--- src/sv/dcpi_pkg.sv ---
// Shared types and constants for the cascaded PI DC motor controller.
// No dependencies; every other file references this package by scope.
package dcpi_pkg;

    localparam int unsigned GAIN_W    = 31;
    localparam int unsigned VAL_W     = 48;
    localparam int unsigned DUTY_W    = 17;
    localparam int unsigned NUM_REGS  = 8;
    localparam int unsigned CFG_IDX_W = 8;

    localparam logic [DUTY_W-1:0] DUTY_HALF = 17'd32768;
    localparam logic [DUTY_W-1:0] DUTY_ONE  = 17'd65536;

    typedef enum logic [2:0] {
        REG_APK, REG_AIK, REG_AWK, REG_FPK, REG_FIK, REG_FWK, REG_SPK, REG_SIK
    } t_reg_idx;

    localparam logic [GAIN_W-1:0] GAIN_RESET [NUM_REGS] = '{
        31'd823550, 31'd0, 31'd0, 31'd247064887, 31'd0, 31'd0, 31'd16471, 31'd0
    };

    typedef struct packed {
        logic        [30:0] bus_voltage;
        logic        [30:0] bus_reciprocal;
        logic signed [31:0] armature_current;
        logic signed [31:0] field_current;
        logic signed [31:0] rotor_speed;
        logic               field_enable;
        logic               armature_enable;
        logic signed [31:0] field_current_target;
        logic signed [31:0] speed_target;
    } t_in;

    typedef struct packed {
        logic [16:0] duty_arm_a;
        logic [16:0] duty_arm_b;
        logic [16:0] duty_field_a;
        logic [16:0] duty_field_b;
    } t_out;

    typedef enum logic [4:0] {
        S_IDLE, S_DISPATCH, S_WERR, S_SI_LO, S_SI_HI, S_SP_LO, S_SP_HI, S_FFMUL,
        S_IREF, C_KI_LO, C_KI_HI, C_KW_LO, C_KW_HI, C_KP_LO, C_KP_HI, C_VREF,
        C_CLAMP, C_DUTY_MUL, C_DUTY_NMUL, C_DUTY_B, S_FINISH
    } t_state;

    typedef enum logic [1:0] {MOP_NONE, MOP_LO, MOP_HI, MOP_WIDE} t_mop;

    typedef enum logic [2:0] {
        ASEL_ERR, ASEL_EXC, ASEL_VSET, ASEL_NVSET, ASEL_SPEED
    } t_asel;

    typedef enum logic [2:0] {
        GSEL_KI, GSEL_KW, GSEL_KP, GSEL_SIK, GSEL_SPK, GSEL_RECIP, GSEL_IFL
    } t_gsel;

    typedef enum logic [3:0] {
        ALU_NONE, ALU_START, ALU_FERR, ALU_WERR, ALU_SINT, ALU_TORQUE, ALU_IREF,
        ALU_ISUM, ALU_IUPD, ALU_VREF, ALU_CLAMP, ALU_DUTY_A, ALU_DUTY_B
    } t_alu;

    typedef struct packed {
        t_mop  mop;
        t_asel asel;
        t_gsel gsel;
        t_alu  alu;
        logic  arm;
        logic  load_out;
    } t_cmd;

    typedef struct packed {
        logic field_en;
        logic arm_en;
    } t_stat;

endpackage

--- src/sv/dcpi_ctrl.sv ---
// Sequencer for the PI controller: walks the speed and current loop steps.
// Depends on dcpi_pkg; drives dcpi_dpath through t_cmd.
module dcpi_ctrl (
    input  logic           i_clk,
    input  logic           i_rst_n,
    input  logic           i_in_valid,
    output logic           o_in_ready,
    input  logic           i_out_ready,
    output logic           o_out_valid,
    input  dcpi_pkg::t_stat i_stat,
    output dcpi_pkg::t_cmd  o_cmd
);

    dcpi_pkg::t_state r_state, n_state;
    logic r_arm, n_arm;
    logic r_out_valid, n_out_valid;
    logic w_out_free;

    assign w_out_free  = !r_out_valid || i_out_ready;
    assign o_in_ready  = (r_state == dcpi_pkg::S_IDLE);
    assign o_out_valid = r_out_valid;

    always_ff @(posedge i_clk) begin
        if (!i_rst_n) begin
            r_state     <= dcpi_pkg::S_IDLE;
            r_arm       <= 1'b0;
            r_out_valid <= 1'b0;
        end else begin
            r_state     <= n_state;
            r_arm       <= n_arm;
            r_out_valid <= n_out_valid;
        end
    end

    // next state
    always_comb begin
        n_state = r_state;
        n_arm   = r_arm;
        unique case (r_state)
            dcpi_pkg::S_IDLE:      if (i_in_valid) n_state = dcpi_pkg::S_DISPATCH;
            dcpi_pkg::S_DISPATCH: begin
                n_arm = 1'b0;
                if (i_stat.field_en)    n_state = dcpi_pkg::C_KI_LO;
                else if (i_stat.arm_en) n_state = dcpi_pkg::S_WERR;
                else                    n_state = dcpi_pkg::S_FINISH;
            end
            dcpi_pkg::S_WERR: begin
                n_arm   = 1'b1;
                n_state = dcpi_pkg::S_SI_LO;
            end
            dcpi_pkg::S_SI_LO:     n_state = dcpi_pkg::S_SI_HI;
            dcpi_pkg::S_SI_HI:     n_state = dcpi_pkg::S_SP_LO;
            dcpi_pkg::S_SP_LO:     n_state = dcpi_pkg::S_SP_HI;
            dcpi_pkg::S_SP_HI:     n_state = dcpi_pkg::S_FFMUL;
            dcpi_pkg::S_FFMUL:     n_state = dcpi_pkg::S_IREF;
            dcpi_pkg::S_IREF:      n_state = dcpi_pkg::C_KI_LO;
            dcpi_pkg::C_KI_LO:     n_state = dcpi_pkg::C_KI_HI;
            dcpi_pkg::C_KI_HI:     n_state = dcpi_pkg::C_KW_LO;
            dcpi_pkg::C_KW_LO:     n_state = dcpi_pkg::C_KW_HI;
            dcpi_pkg::C_KW_HI:     n_state = dcpi_pkg::C_KP_LO;
            dcpi_pkg::C_KP_LO:     n_state = dcpi_pkg::C_KP_HI;
            dcpi_pkg::C_KP_HI:     n_state = dcpi_pkg::C_VREF;
            dcpi_pkg::C_VREF:      n_state = dcpi_pkg::C_CLAMP;
            dcpi_pkg::C_CLAMP:     n_state = dcpi_pkg::C_DUTY_MUL;
            dcpi_pkg::C_DUTY_MUL:  n_state = dcpi_pkg::C_DUTY_NMUL;
            dcpi_pkg::C_DUTY_NMUL: n_state = dcpi_pkg::C_DUTY_B;
            dcpi_pkg::C_DUTY_B: begin
                if (!r_arm && i_stat.arm_en) n_state = dcpi_pkg::S_WERR;
                else                         n_state = dcpi_pkg::S_FINISH;
            end
            dcpi_pkg::S_FINISH:    if (w_out_free) n_state = dcpi_pkg::S_IDLE;
            default:               n_state = dcpi_pkg::S_IDLE;
        endcase
    end

    // command outputs
    always_comb begin
        o_cmd          = '0;
        o_cmd.mop      = dcpi_pkg::MOP_NONE;
        o_cmd.asel     = dcpi_pkg::ASEL_ERR;
        o_cmd.gsel     = dcpi_pkg::GSEL_KI;
        o_cmd.alu      = dcpi_pkg::ALU_NONE;
        o_cmd.arm      = r_arm;
        o_cmd.load_out = 1'b0;
        unique case (r_state)
            dcpi_pkg::S_IDLE:
                if (i_in_valid) o_cmd.alu = dcpi_pkg::ALU_START;
            dcpi_pkg::S_DISPATCH: o_cmd.alu = dcpi_pkg::ALU_FERR;
            dcpi_pkg::S_WERR:     o_cmd.alu = dcpi_pkg::ALU_WERR;
            dcpi_pkg::S_SI_LO: begin
                o_cmd.mop  = dcpi_pkg::MOP_LO;
                o_cmd.gsel = dcpi_pkg::GSEL_SIK;
            end
            dcpi_pkg::S_SI_HI: begin
                o_cmd.mop  = dcpi_pkg::MOP_HI;
                o_cmd.gsel = dcpi_pkg::GSEL_SIK;
            end
            dcpi_pkg::S_SP_LO: begin
                o_cmd.mop  = dcpi_pkg::MOP_LO;
                o_cmd.gsel = dcpi_pkg::GSEL_SPK;
                o_cmd.alu  = dcpi_pkg::ALU_SINT;
            end
            dcpi_pkg::S_SP_HI: begin
                o_cmd.mop  = dcpi_pkg::MOP_HI;
                o_cmd.gsel = dcpi_pkg::GSEL_SPK;
            end
            dcpi_pkg::S_FFMUL: begin
                o_cmd.mop  = dcpi_pkg::MOP_WIDE;
                o_cmd.asel = dcpi_pkg::ASEL_SPEED;
                o_cmd.gsel = dcpi_pkg::GSEL_IFL;
                o_cmd.alu  = dcpi_pkg::ALU_TORQUE;
            end
            dcpi_pkg::S_IREF:     o_cmd.alu = dcpi_pkg::ALU_IREF;
            dcpi_pkg::C_KI_LO:    o_cmd.mop = dcpi_pkg::MOP_LO;
            dcpi_pkg::C_KI_HI:    o_cmd.mop = dcpi_pkg::MOP_HI;
            dcpi_pkg::C_KW_LO: begin
                o_cmd.mop  = dcpi_pkg::MOP_LO;
                o_cmd.asel = dcpi_pkg::ASEL_EXC;
                o_cmd.gsel = dcpi_pkg::GSEL_KW;
                o_cmd.alu  = dcpi_pkg::ALU_ISUM;
            end
            dcpi_pkg::C_KW_HI: begin
                o_cmd.mop  = dcpi_pkg::MOP_HI;
                o_cmd.asel = dcpi_pkg::ASEL_EXC;
                o_cmd.gsel = dcpi_pkg::GSEL_KW;
            end
            dcpi_pkg::C_KP_LO: begin
                o_cmd.mop  = dcpi_pkg::MOP_LO;
                o_cmd.gsel = dcpi_pkg::GSEL_KP;
                o_cmd.alu  = dcpi_pkg::ALU_IUPD;
            end
            dcpi_pkg::C_KP_HI: begin
                o_cmd.mop  = dcpi_pkg::MOP_HI;
                o_cmd.gsel = dcpi_pkg::GSEL_KP;
            end
            dcpi_pkg::C_VREF:     o_cmd.alu = dcpi_pkg::ALU_VREF;
            dcpi_pkg::C_CLAMP:    o_cmd.alu = dcpi_pkg::ALU_CLAMP;
            dcpi_pkg::C_DUTY_MUL: begin
                o_cmd.mop  = dcpi_pkg::MOP_WIDE;
                o_cmd.asel = dcpi_pkg::ASEL_VSET;
                o_cmd.gsel = dcpi_pkg::GSEL_RECIP;
            end
            dcpi_pkg::C_DUTY_NMUL: begin
                o_cmd.mop  = dcpi_pkg::MOP_WIDE;
                o_cmd.asel = dcpi_pkg::ASEL_NVSET;
                o_cmd.gsel = dcpi_pkg::GSEL_RECIP;
                o_cmd.alu  = dcpi_pkg::ALU_DUTY_A;
            end
            dcpi_pkg::C_DUTY_B:   o_cmd.alu = dcpi_pkg::ALU_DUTY_B;
            dcpi_pkg::S_FINISH:   o_cmd.load_out = w_out_free;
            default:              o_cmd.alu = dcpi_pkg::ALU_NONE;
        endcase
    end

    always_comb begin
        n_out_valid = r_out_valid;
        if (o_cmd.load_out)   n_out_valid = 1'b1;
        else if (i_out_ready) n_out_valid = 1'b0;
    end

endmodule

--- config.mk ---
export PLATFORM = sky130hd
export DESIGN_NAME = dcpi_ctrl
export DESIGN_NICKNAME = d
export VERILOG_FILES = /design/src/sv/dcpi_pkg.sv /design/src/sv/dcpi_ctrl.sv
export SDC_FILE = /design/constraint.sdc
export NUM_CORES = 1
export LEC_CHECK = 0
export ABC_AREA = 1
export BUFFER_PORTS_ARGS = -buffer_cell sky130_fd_sc_hd__buf_2
export CORE_AREA = 2 2 47 49
export DETAILED_ROUTE_END_ITERATION = 10
export DIE_AREA = 0 0 49 51
export GPL_TIMING_DRIVEN = 0
export HOLD_SLACK_MARGIN = 0.08
export PLACE_DENSITY = 0.65
export SLEW_MARGIN = 20
export SYNTH_ARGS = -nofsm -noshare
export SYNTH_HDL_FRONTEND = slang
export SYNTH_SLANG_ARGS = --single-unit
--- constraint.sdc ---
create_clock -name i_clk -period 2.3 [get_ports i_clk]
set_input_delay 0.23 -clock i_clk [delete_from_list [all_inputs] [get_ports i_clk]]
set_output_delay 0.23 -clock i_clk [all_outputs]
set_load 0.005 [all_outputs]
==> metrics.md <==
| Metric | Value |
|---|---|
| CP Max Fanout | `7` |
| # DRC | `0` |
| Via count | `859` |
| Fraction of registers with async set/reset | `0%` |
| Initial antenna violation count | `0` |
| GRT Total Usage | `15.8%` |
| Least-Margin Pin Slew | `just under 0.4 ns` |
| Setup Skew | `approximately 0.0036 ns` |
| Power Dens Cells | `between 700 and 800 nW/µm²` |
| First-pass GRT wire length | `between 3000 and 4000 µm` |
| Status | `completed` |
| Share of the synthesized area in the top cell type | `between 20% and 30%` |
| Post-CTS sizing | `0` |
| Fin crit period | `between 1.5 and 2 ns` |
| CTS Buffer Depth | `2` |
| Post-Synthesis Cells | `between 100 and 150` |
| Non-Filler Instances | `between 150 and 200` |
| Layout cells sized above 1 | `a little under a third` |
| # Max-Cap Violations | `0` |
| Mapped Nets | `123` |
| Reg clk slew, reported paths | `0.05 ns` |
| Placer congestion estimate | `0.923` |
| Worst path arrival time | `between 1.5 and 2 ns` |
| Hold buffer count at cts | `0` |
| Lkg Pwr | `~0.44 nW` |
| Yosys cell types | `22` |
| Final setup violation count | `0` |
| Clk_lat worst skew | `0.25 ns` |
| Worst hold slack | `roughly 0.18 ns` |
| Nets | `149` |
| TritonCTS buffer count | `3` |
| Mapped Area | `a little under 700 µm²` |
| Final wirelength | `approximately 1900 µm` |
| Yosys synthesis warning count | `0` |
| FF+latch count, synth | `7` |
| Die X | `just under 50 µm` |
| Sink Count | `7` |
| EDFF count, synth | `0` |
| Worst setup SP type | `flop` |
| Seq/Total Area, Yosys | `about 20%` |
| Overflow after GRT | `0` |
| Detail Route Antenna Nets | `0` |
| Placed Cells | `between 150 and 200` |
| Initial DRC Count | `19` |
| Buffers on Ports | `21` |
| Core Region | `2060 µm²` |
| Syn_area_per_cell | `between 5 and 6 µm²` |
| Unrepaired setup endpoints after global routing | `no` |
| Die Y | `between 50 and 60 µm` |
| Slew Viols, Final | `0` |
| Via-to-Cell Ratio | `roughly 5` |
| Main synth FF type | `dfxtp_1` |
| Maximum number of pins on one net before global-route repair | `11` |
| Post-DP HPWL | `around 1600 µm` |
| Peak Freq | `between 500 and 600 MHz` |
| Initial Util | `about a third` |
| H-tree levels | `1` |
| Setup TNS | `0 ns` |
| HP Class | `in -> reg` |
| Worst slew margin | `about three quarters` |
| Final Cycle Share | `between 70% and 80%` |
| Wire length per cell | `between 10 and 15 µm` |
| # IOs | `22` |
| Post-synth top area cell | `dfxtp_1` |
| Final count of hold timing violations | `0` |
| CTS tree | `built` |
| Most common cell after layout, fill and taps aside | `nand2_1` |
| Most frequent cells in the layout | `28 x nand2_1, 22 x buf_2, 21 x nor2_1, 11 x nand3_1, 10 x inv_1` |
| Die Area | `approximately 2500 µm²` |
| Area Growth Syn to Fin | `24.3%` |
| Row Count | `17` |
| Max VDD drop | `roughly 0.00048 V` |
| Worst setup EP type | `output port` |
| Antenna diode count | `0` |
| Critical path type | `reg -> out` |
| Router iterations before antenna repair | `4` |
| Dominant cells by area after synthesis | `dfxtp_1 20%, nand2_1 15%, nor2_1 11%, nand3_1 8.0%, nand4_1 7.3%` |
| Setup bufs post-CTS | `0` |
| CP Data Required Time | `just over 2 ns` |
| Root buf cell | `clkbuf_4` |
| Number of global-route vias before repair | `about 740` |
[cell type report]
cell class	count	area [µm²]
buffer	4	31.3
sequential	7	140
clock buffer	4	26.3
timing repair buffer	21	105
fill	229	1210
inverter	14	52.6
tap	28	35.0
multi-input combinational	92	462
[flip-flops by register name, summed over array words and instances, names as in the netlist]
| register | count |
|---|---|
| r_arm | 1 |
| r_state | 5 |
| o_out_valid | 1 |
[final timing paths]
check	from	endpoint	slack [ns]	depth (start not counted)
worst max-delay path	r_state[1]	o_cmd[7]	0.50	7
worst min-delay path	i_rst_n	r_state[1]	0.18	3
worst max register to register	r_state[4]	r_state[4]	1.03	7
worst min register to register	r_arm	r_arm	0.48	2
[critical path, cell delays in order, from the launching register on]
cell and delay, ns:
dfxtp_1 0.46, nand2_2 0.17, inv_2 0.13, nand3_1 0.10, nor2_1 0.16, nor2_1 0.07
o211ai_1 0.08, buf_2 0.14
[metal layers]
| metal | global-route usage [%] | vias to the layer above | share of wire [%] |
|---|---|---|---|
| li1 | - | 440 | - |
| met2 | 26.5 | 43 | 47 |
| met1 | 19.7 | 374 | 43 |
| met4 | 7.62 | 0 | 1.0 |
| met5 | 0 | - | 0 |
| met3 | 2.63 | 2 | 8.7 |
[power by group]
part / switching, W / internal [W] / total, W
registers: 0.0000324 / 0.000142 / 0.000174
clock network: 0.0000476 / 0.0000663 / 0.000114
logic: 0.000226 / 0.000138 / 0.000364
[logic make-up (layout without fill, tap and decap cells)]
family                 Yosys count  count (layout)  share of synthesized area, %
AOI/OAI and AO/OA               10              10                          9.31
buffers and inverters           18              43                          12.2
DFF                              7               7                          20.4
and+or+nand+nor                 82              82                          58.0
[metrics by stage]
stage | util [%] | power [W] | setup WS (ns) | instance area, µm²
floorplan | - | 0.000422 | 1.05 | 686
finish | 41.3 | 0.000652 | 0.496 | 852
global placement | 40.0 | 0.000537 | 0.777 | 826
detailed placement | 40.0 | 0.000539 | 0.794 | 826
global route | 41.3 | 0.000702 | 0.360 | 852
CTS | 41.3 | 0.000655 | 0.508 | 852
[Yosys cell counts (2+ instances only)]
library cell and n:
a21oi_1 4, nand3_2 2, buf_4 2, nor2_2 5
o2111ai_1 2, inv_1 10, nand4_1 8, nor2_1 21
nand2_1 28, o211ai_1 2, nor2_4 2, nand2_2 2
inv_2 4, nand3_1 11, dfxtp_1 7
Note: power is estimated with default switching activity, not from simulation.
